**src/alrt_pkg.sv**
```systemverilog
// Package for the ACL/L2CAP reassembly tracker: action codes, table entry
// and result descriptor types, header sizes and queue sizing.
// No dependencies.
`default_nettype none

package alrt_pkg;

    localparam int unsigned HANDLE_BITS_DEF = 12;
    localparam int unsigned CONN_HANDLE_W   = 12;
    localparam int unsigned ACL_HDR_LEN     = 4;
    localparam int unsigned L2CAP_HDR_LEN   = 4;
    localparam int unsigned OUTQ_DEPTH      = 4;
    localparam int unsigned OUTQ_PTR_W      = $clog2(OUTQ_DEPTH);
    localparam int unsigned OUTQ_CNT_W      = $clog2(OUTQ_DEPTH + 1);

    // packet boundary flag, raw_handle bits 13..12
    localparam logic [1:0] PB_CONT  = 2'd1;
    localparam logic [1:0] PB_START = 2'd2;

    typedef enum logic [3:0] {
        ACT_BAD_LEN        = 4'd0,
        ACT_DROP_OLD       = 4'd1,
        ACT_TOO_SMALL      = 4'd2,
        ACT_WHOLE          = 4'd3,
        ACT_START          = 4'd4,
        ACT_UNKNOWN        = 4'd5,
        ACT_APPEND         = 4'd6,
        ACT_APPEND_DELIVER = 4'd7,
        ACT_BAD_FLAG       = 4'd8
    } action_t;

    typedef struct packed {
        logic        valid;
        logic [16:0] total;
        logic [16:0] offset;
    } tbl_entry_t;

    typedef struct packed {
        action_t     action;
        logic [11:0] conn_handle;
        logic [16:0] write_offset;
        logic [15:0] copy_length;
        logic [16:0] total_length;
        logic        last_result;
    } desc_t;

endpackage

`default_nettype wire

```
**src/alrt_if.sv**
```systemverilog
// Handshake channels of the reassembly tracker: fragment header in,
// DMA descriptor out. Depends on nothing.
`default_nettype none


interface alrt_desc_if;
    logic        valid;
    logic        ready;
    logic [3:0]  action;
    logic [11:0] conn_handle;
    logic [16:0] write_offset;
    logic [15:0] copy_length;
    logic [16:0] total_length;
    logic        last_result;

    modport source (output valid, action, conn_handle, write_offset, copy_length,
                    total_length, last_result, input ready);
    modport sink (input valid, action, conn_handle, write_offset, copy_length,
                  total_length, last_result, output ready);
endinterface

`default_nettype wire

```
**src/alrt_outq.sv**
```systemverilog
// Descriptor queue: registered FIFO between the tracker and the DMA side,
// one push per cycle. Depends on alrt_pkg and alrt_if.
`default_nettype none

module alrt_outq (
    input  wire                           clk,
    input  wire                           rst_n,
    input  wire                           push,
    input  alrt_pkg::desc_t               push_data,
    output logic [alrt_pkg::OUTQ_CNT_W-1:0] count,
    alrt_desc_if.source                   desc
);
    import alrt_pkg::*;

    desc_t                  q_mem [OUTQ_DEPTH];
    logic [OUTQ_PTR_W-1:0]  wr_ptr_reg, wr_ptr_next;
    logic [OUTQ_PTR_W-1:0]  rd_ptr_reg, rd_ptr_next;
    logic [OUTQ_CNT_W-1:0]  count_reg, count_next;
    logic                   pop;
    desc_t                  head;

    assign pop = desc.valid && desc.ready;

    always_comb
    begin
        wr_ptr_next = wr_ptr_reg;
        rd_ptr_next = rd_ptr_reg;
        count_next  = count_reg;
        if (push)
        begin
            wr_ptr_next = (wr_ptr_reg == OUTQ_PTR_W'(OUTQ_DEPTH - 1)) ? '0 : wr_ptr_reg + 1'b1;
        end
        if (pop)
        begin
            rd_ptr_next = (rd_ptr_reg == OUTQ_PTR_W'(OUTQ_DEPTH - 1)) ? '0 : rd_ptr_reg + 1'b1;
        end
        if (push && !pop)
        begin
            count_next = count_reg + 1'b1;
        end
        else if (!push && pop)
        begin
            count_next = count_reg - 1'b1;
        end
    end

    always_ff @(posedge clk or negedge rst_n)
    begin
        if (!rst_n)
        begin
            wr_ptr_reg <= '0;
            rd_ptr_reg <= '0;
            count_reg  <= '0;
        end
        else
        begin
            wr_ptr_reg <= wr_ptr_next;
            rd_ptr_reg <= rd_ptr_next;
            count_reg  <= count_next;
        end
    end

    always_ff @(posedge clk)
    begin
        if (push)
        begin
            q_mem[wr_ptr_reg] <= push_data;
        end
    end

    assign head              = q_mem[rd_ptr_reg];
    assign count             = count_reg;
    assign desc.valid        = (count_reg != '0);
    assign desc.action       = head.action;
    assign desc.conn_handle  = head.conn_handle;
    assign desc.write_offset = head.write_offset;
    assign desc.copy_length  = head.copy_length;
    assign desc.total_length = head.total_length;
    assign desc.last_result  = head.last_result;

endmodule

`default_nettype wire

```
**src/flat_wrapper.sv**
```systemverilog
// flat-port wrapper written by rule: the top's interface ports become plain ports
module alrt_outq_flat import alrt_pkg::*;
  (clk, rst_n, push, push_data, count, desc_valid, desc_action, desc_conn_handle, desc_write_offset, desc_copy_length, desc_total_length, desc_last_result, desc_ready);
  alrt_desc_if desc_i ();
  input  wire clk;
  input  wire rst_n;
  input  wire push;
  input  alrt_pkg::desc_t push_data;
  output logic [alrt_pkg::OUTQ_CNT_W-1:0] count;
  output wire logic [$bits(desc_i.valid)-1:0] desc_valid;
  output wire logic [$bits(desc_i.action)-1:0] desc_action;
  output wire logic [$bits(desc_i.conn_handle)-1:0] desc_conn_handle;
  output wire logic [$bits(desc_i.write_offset)-1:0] desc_write_offset;
  output wire logic [$bits(desc_i.copy_length)-1:0] desc_copy_length;
  output wire logic [$bits(desc_i.total_length)-1:0] desc_total_length;
  output wire logic [$bits(desc_i.last_result)-1:0] desc_last_result;
  input wire logic [$bits(desc_i.ready)-1:0] desc_ready;
  assign desc_valid = desc_i.valid;
  assign desc_action = desc_i.action;
  assign desc_conn_handle = desc_i.conn_handle;
  assign desc_write_offset = desc_i.write_offset;
  assign desc_copy_length = desc_i.copy_length;
  assign desc_total_length = desc_i.total_length;
  assign desc_last_result = desc_i.last_result;
  assign desc_i.ready = desc_ready;
  alrt_outq u_core (.clk(clk), .rst_n(rst_n), .push(push), .push_data(push_data), .count(count), .desc(desc_i));
endmodule
```
**config.mk**
```make
export PLATFORM = sky130hd
export DESIGN_NAME = alrt_outq_flat
export DESIGN_NICKNAME = d
export VERILOG_FILES = /design/src/alrt_pkg.sv /design/src/alrt_if.sv /design/src/alrt_outq.sv /design/src/flat_wrapper.sv
export SDC_FILE = /design/constraint.sdc
export NUM_CORES = 1
export LEC_CHECK = 0
export BUFFER_PORTS_ARGS = -buffer_cell sky130_fd_sc_hd__buf_2
export CAP_MARGIN = 15
export CORE_MARGIN = 8
export CORE_UTILIZATION = 35
export DETAILED_ROUTE_END_ITERATION = 12
export GPL_ROUTABILITY_DRIVEN = 0
export GPL_TIMING_DRIVEN = 0
export SLEW_MARGIN = 30
export SYNTH_ARGS = -nofsm -noshare
export SYNTH_HDL_FRONTEND = slang
export SYNTH_SLANG_ARGS = --single-unit
```
**constraint.sdc**
```tcl
create_clock -name clk -period 7.2 [get_ports clk]
set_input_delay 1.08 -clock clk [delete_from_list [all_inputs] [get_ports clk]]
set_output_delay 1.08 -clock clk [all_outputs]
set_load 0.03 [all_outputs]
```
==> results of run 1 <==
[cell families after synthesis]
group / count (synthesis) / synth area share, %
adders and majority gates: 7 / 0.9426
buffers and inverters: 20 / 1.389
xor gates and xnor gates: 3 / 0.2605
AOI/OAI and AO/OA: 2 / 0.09922
and+or+nand+nor: 10 / 0.5085
muxes: 70 / 15.29
DFF: 275 / 81.51
[worst max-delay path by stage]
stage                                          to  slack, ns  cells past startpoint
finish                        desc_conn_handle[7]       3.83                      5
global placement    u_core.q_mem[2][18]$_DFFE_PP_       2.60                      2
detailed placement            desc_conn_handle[7]       4.29                      5
global route                  desc_conn_handle[1]       3.67                      5
CTS                           desc_conn_handle[7]       3.70                      5
floorplan            u_core.q_mem[0][0]$_DFFE_PP_       4.11                      1
[stage by stage]
stage          hold slack (ns)  util, %
6_report                0.3758    43.34
3_5_place_dp            0.4801    40.09
4_1_cts                 0.3505    43.34
2_1_floorplan           0.5793        -
3_3_place_gp            0.4698    39.49
5_1_grt                 0.3588    43.34
[worst register-to-register path: cells and delay by family, from the launching register on]
family        cells  cell delay (ns)
flops             1             0.43
buf+inv           1             0.06
fa+ha+maj         2             0.60
xor+xnor          2             0.33
simple gates      3             0.72
[power by group]
| part | switching (W) | leakage [nW] | total [W] | internal, W |
|---|---|---|---|---|
| registers | 0.0000615 | 2.54 | 0.00211 | 0.00205 |
| clock network | 0.000570 | 0.458 | 0.00144 | 0.000874 |
| logic | 0.00115 | 1.24 | 0.00184 | 0.000695 |
[layout make-up]
cell class,count,area share (%)
clock buffers,33,5.986
well taps,384,3.883
clock inverters,17,1.517
repair buffers,149,6.998
multi-input cells,92,14.03
inverters,4,0.1213
flip-flops and latches,275,66.46
plain buffers,16,1.011
[Yosys cell counts]
| cell | count |
|---|---|
| clkbuf_1 | 3 |
| inv_1 | 4 |
| fa_1 | 1 |
| edfxtp_1 | 268 |
| o21ai_0 | 2 |
| or3_1 | 1 |
| dfrtp_1 | 7 |
| ha_1 | 6 |
| nand3_1 | 1 |
| buf_4 | 5 |
| mux4_2 | 67 |
| buf_2 | 5 |
| and2_1 | 4 |
| mux2_2 | 3 |
| buf_12 | 2 |
| buf_6 | 1 |
| xnor2_1 | 1 |
| nor2_1 | 2 |
| xor2_1 | 2 |
| nand2_1 | 2 |
[layer usage]
metal	routed length [um]	vias up	global-route usage, %
met5	23	-	0
met4	403	4	3.049
met3	1255	38	2.850
met2	9893	125	20.04
met1	8168	2395	14.31
li1	-	2017	-
==> impl_metrics.py, run 1 <==
metrics = {
    "global_routing": {
        "grt_max_degree": 26,
        "grt_overflow_total": 0,
        "grt_pass1_vias": 5211,
        "groute.usage.overall_pct": 11.56,
        "grt_pass1_wl_um": 30310,
        "antenna_found_initial": 2,
    },
    "synthesis": {
        "synth-seq-area-share_pct": 81.51,
        "synth_top_area_share_pct": 79.77,
        "avgSynthCellArea_um2": 26.07,
        "yosys_register_bits": 275,
        "ys_types": 20,
        "syn_inst": 387,
        "yosys_warnings": 0,
        "yosys.area.top_type": "edfxtp_1",
        "synth_nets": 465,
        "synth.area.top_cells": "edfxtp_1, mux4_2, dfrtp_1",
        "netlist_area_mm2": 0.01009,
    },
    "placement": {
        "placed_area_mm2": 0.01144,
        "placed_cells": 920,
        "io_buffers": 141,
        "dp_hpwl_um": 12950,
        "dp_slack_ns": 4.289,
    },
    "clocking": {
        "post_cts_buffers": 0,
        "clock-sinks": 275,
        "clk_pin_slew_ns": 0.06,
        "cts_buffers": 28,
        "cts_htree_levels": 1,
        "cts_tree": "yes",
        "cts_buffer_depth": 3,
        "clk_latency_ns": 0.54,
        "ctsResizeCount": 0,
        "cts_hold_buf": 0,
        "ctsRootBufferMaster": "clkbuf_16",
    },
    "sta": {
        "hold_viol_final": 0,
        "clock-skew-final_ns": 0.02087,
        "max_freq_ghz": 0.2968,
        "setup-violations-final": 0,
        "slew_headroom_pct": 51.08,
        "rsz0062_at_grt": "false",
        "fin_crit_ns": 3.370,
        "fin_ws_ns": 3.830,
        "period_share_pct": 46.80,
        "tightest_slew_ns": 0.7337,
        "setup_tns_ns": 0,
        "finalMaxSlewViolations": 0,
    },
    "setup_path": {
        "timing.rr.start": "u_core.count[0]$_DFFE_PN0P_",
        "cp-start-kind": "flop",
        "cp-end-kind": "output port",
        "path_buf_inv": 4,
        "cp.required_ns": 6.12,
        "worstPathMaxFanout": 10,
        "crit_path_max_incr_delay_ns": 0.38,
        "reg2regPathDepth": 8,
        "rrSetupSlack_ns": 4.99,
        "cp_top_family": "buffers and inverters",
        "crit_start": "u_core.rd_ptr_reg[1]$_DFFE_PN0P_",
        "crit_path_cell_trace": "buf_2 > buf_2 > buf_2 > mux4_2 > buf_2",
        "crit_type": "reg -> out",
        "reg2reg_to": "u_core.count[2]$_DFFE_PN0P_",
        "crit_slowest_cell": "mux4_2",
        "cp_common_cell": "buf_2",
        "cp.arrival_ns": 2.29,
    },
    "detailed_routing": {
        "route.detailed.wl_per_inst_um": 20.36,
        "vias": 4579,
        "wirelength_um": 19750,
        "ant_nets": 0,
        "routed_via_density": 4.721,
        "drtIter0Drc": 228,
        "drc": 0,
        "first_pass_iters": 4,
    },
    "floorplan": {
        "die_height_um": 185.8,
        "num_io_pins": 142,
        "start_util_pct": 35.34,
        "die_x_um": 185.8,
        "coreArea_mm2": 0.02855,
        "rows": 62,
        "dieArea_mm2": 0.03451,
    },
    "cells_and_area": {
        "n_fill_cell": 2513,
        "num_antenna_cells": 0,
        "area_growth_pct": 22.65,
        "stdcell_area_mm2": 0.01237,
        "layout-drive-gt1-share_pct": 47.10,
        "largest_reg_flops": 268,
        "layout_commonest_cell": "edfxtp_1",
        "fin_cells": 970,
        "nets": 644,
        "multi_input_area_mm2": 0.001735,
        "regArea_mm2": 0.008223,
        "final_cell_mix": "edfxtp_1, buf_2, mux4_2",
    },
    "power_and_ir_drop": {
        "p_leak_nw": 4.240,
        "totalPowerFinal_w": 0.005400,
        "power.density_mw_per_mm2": 436.4,
        "vdd_drop_max_mv": 0.2651,
    },
    "hold_path": {
        "hold_class": "in -> async",
    },
    "outcome": {
        "outcome": "complete, no violations",
    },
    "run": {
        "cap_violations": 0,
    },
}
Power figures use the tool's default switching activity.
==> run 2: changes to the inputs <==
ABC_AREA = 1   (was not set)
clock period = 2.9 ns   (was 7.2 ns; I/O delays follow)
==> run 2 against run 1 <==
  * Global-route usage is 2.0 points higher
  * Via count is 45% higher
  * Synthesized cell count is 120% higher
  * Routed wire length is 32% higher
  * Combinational power grew to 3.3 times the previous value
  * Critical endpoint is now desc_total_length[8]
  * Critical path type unchanged
  * Setup slack worse by 3.5 ns
  * Count of clock-buffer cells in the layout is 5 higher
  * Largest cell class unchanged
  * First-iteration DRC count is 40% higher
  * Highest routed layer unchanged
  * Clock skew is 0.012 ns lower
  * Area after synthesis is 10% higher
  * Clock power is 140% higher
==> impl_metrics.py, run 2 <==
metrics = {
    "placement": {
        "placed_cells": 1382,
        "placed_area_mm2": 0.01246,
        "dp_hpwl_um": 16180,
        "io_buffers": 141,
    },
    "synthesis": {
        "yosys_warnings": 0,
        "synth_nets": 913,
        "netlist_area_mm2": 0.01112,
        "synth_edf_count": 268,
        "synth-seq-area-share_pct": 73.93,
        "syn_inst": 835,
        "synthFlopType": "edfxtp_1",
        "ys_types": 19,
        "synth_most_common_cell": "edfxtp_1",
        "synth.area.top_cells": "edfxtp_1, o211ai_1, nand2_1",
        "synth_top_area_share_pct": 72.36,
        "yosys.area.top_type": "edfxtp_1",
        "avgSynthCellArea_um2": 13.32,
        "yosys_register_bits": 275,
        "async_reset_ff_share_pct": 2.545,
        "synth_common_cells": "edfxtp_1, nand2_1, inv_1",
    },
    "clocking": {
        "post_cts_buffers": 0,
        "clock-sinks": 275,
        "clk_pin_slew_ns": 0.06,
        "cts_hold_buf": 1,
        "ctsRootBufferMaster": "clkbuf_16",
        "cts_tree": "yes",
        "ctsResizeCount": 0,
        "cts_buffers": 30,
        "cts_buffer_depth": 3,
        "clk_latency_ns": 0.55,
        "cts_htree_levels": 1,
    },
    "cells_and_area": {
        "nets": 1091,
        "stdcell_area_mm2": 0.01338,
        "fin_cells": 1437,
        "num_antenna_cells": 0,
        "layout_commonest_cell": "edfxtp_1",
        "n_fill_cell": 2913,
        "layout-drive-gt1-share_pct": 22.32,
        "postLayoutCoreUtil_pct": 42.63,
        "area_growth_pct": 20.34,
        "final_cell_mix": "edfxtp_1, nand2_1, buf_2",
        "largest_reg_flops": 268,
    },
    "setup_path": {
        "worstPathMaxFanout": 10,
        "crit_start": "u_core.rd_ptr_reg[1]$_DFFE_PN0P_",
        "crit_slowest_cell": "clkbuf_1",
        "path_buf_inv": 3,
        "cp-end-kind": "output port",
        "crit_path_max_incr_delay_ns": 0.44,
        "cp-start-kind": "flop",
        "cp.required_ns": 2.47,
        "crit_path_cell_trace": "buf_4 > clkbuf_1 > o211ai_1 > nand2_1 > buf_2",
        "cp.arrival_ns": 2.10,
        "cp_top_family": "buffers and inverters",
        "timing.rr.start": "u_core.count[0]$_DFFE_PN0P_",
        "crit_type": "reg -> out",
    },
    "global_routing": {
        "grt_pass1_wl_um": 40020,
        "grt_pass1_vias": 6866,
        "antenna_found_initial": 4,
        "grt_max_degree": 46,
        "groute.usage.overall_pct": 13.54,
        "grt_overflow_total": 0,
    },
    "floorplan": {
        "die_x_um": 194.3,
        "coreArea_mm2": 0.03139,
        "start_util_pct": 35.43,
        "dieArea_mm2": 0.03774,
        "num_io_pins": 142,
        "rows": 65,
        "die_height_um": 194.3,
    },
    "hold_path": {
        "worstHoldStart": "push_data[52]",
        "hold_class": "in -> reg",
    },
    "detailed_routing": {
        "drtIter0Drc": 319,
        "vias": 6649,
        "routed_via_density": 4.627,
        "ant_nets": 0,
        "drc": 0,
        "first_pass_iters": 5,
        "route.detailed.wl_per_inst_um": 18.13,
        "wirelength_um": 26050,
    },
    "sta": {
        "period_share_pct": 87.26,
        "tightest_slew_ns": 0.5312,
        "rsz0062_at_grt": "false",
        "slew_headroom_pct": 64.58,
        "finalMaxSlewViolations": 0,
        "max_freq_ghz": 0.3952,
        "hold_viol_final": 0,
        "setup-violations-final": 0,
        "fin_crit_ns": 2.530,
        "clock-skew-final_ns": 0.008810,
    },
    "power_and_ir_drop": {
        "p_leak_nw": 5.349,
        "power.density_mw_per_mm2": 1114,
        "vdd_drop_max_mv": 0.5192,
        "totalPowerFinal_w": 0.01491,
    },
    "outcome": {
        "outcome": "complete, no violations",
    },
    "run": {
        "cap_violations": 0,
    },
}
run 2: cell types whose count changed after synthesis, sizes merged, moves of 2 or more:
cell,change
o211ai,+134
nand2,+217
mux2,-3
nand3,+2
buf,+28
mux4,-67
and2,-4
inv,+141
xor2,-2
run 2: final cells by class:
type / count / area, um^2 / area share (%)
tap: 402 / 503.0 / 3.758
sequential: 275 / 8223 / 61.44
clock inverter: 16 / 111.4 / 0.8320
buffer: 45 / 379.1 / 2.833
clock buffer: 38 / 802.0 / 5.992
inverter: 145 / 564.3 / 4.216
multi-input combinational: 370 / 1976 / 14.76
timing repair buffer: 146 / 825.8 / 6.170
run 2: final timing paths:
| kind | end | slack [ns] | cells after the start |
|---|---|---|---|
| setup / recovery | desc_total_length[8] | 0.37 | 5 |
| hold / removal | u_core.q_mem[0][52]$_DFFE_PP_ | 0.10 | 1 |
| setup reg to reg | u_core.count[2]$_DFFE_PN0P_ | 1.09 | 10 |
| hold reg to reg | u_core.count[2]$_DFFE_PN0P_ | 0.51 | 2 |
| max in group asynchronous | u_core.rd_ptr_reg[0]$_DFFE_PN0P_ | 2.48 | 2 |
| min in group asynchronous | u_core.rd_ptr_reg[1]$_DFFE_PN0P_ | 0.26 | 2 |
run 2: power breakdown:
part / switching (W) / internal [W] / leakage, nW
registers: 0.000174 / 0.00517 / 2.55
clock network: 0.00149 / 0.00203 / 0.448
logic: 0.00429 / 0.00176 / 2.36
run 2: per-layer routing:
metal  vias up  global-route usage, %  share of wire [%]
li1       3260                      -                  -
met2       164                  22.96                 48
met4         8                  3.706                2.1
met5         -                      0               0.15
met1      3168                  17.10                 43
met3        49                  3.245                6.1
run 2: logic make-up after synthesis:
family          share of synthesized area, %
xor+xnor                             0.07876
simple gates                           7.650
buf+inv                                8.302
flops                                  73.93
compound gates                         9.180
fa+ha+maj                             0.8550
run 2: metrics by stage:
| step | hold slack, ns | setup TNS, ns | worst slack [ns] |
|---|---|---|---|
| final | 0.1012 | 0 | 0.3696 |
| after global routing | 0.07471 | 0 | 0.1818 |
| after CTS | 0.06981 | 0 | 0.3212 |
| after detailed placement | 0.2839 | 0 | 0.9208 |
| after global placement | 0.2821 | -184.57 | -0.7930 |
| after floorplan | 0.1394 | 0 | 0.5216 |
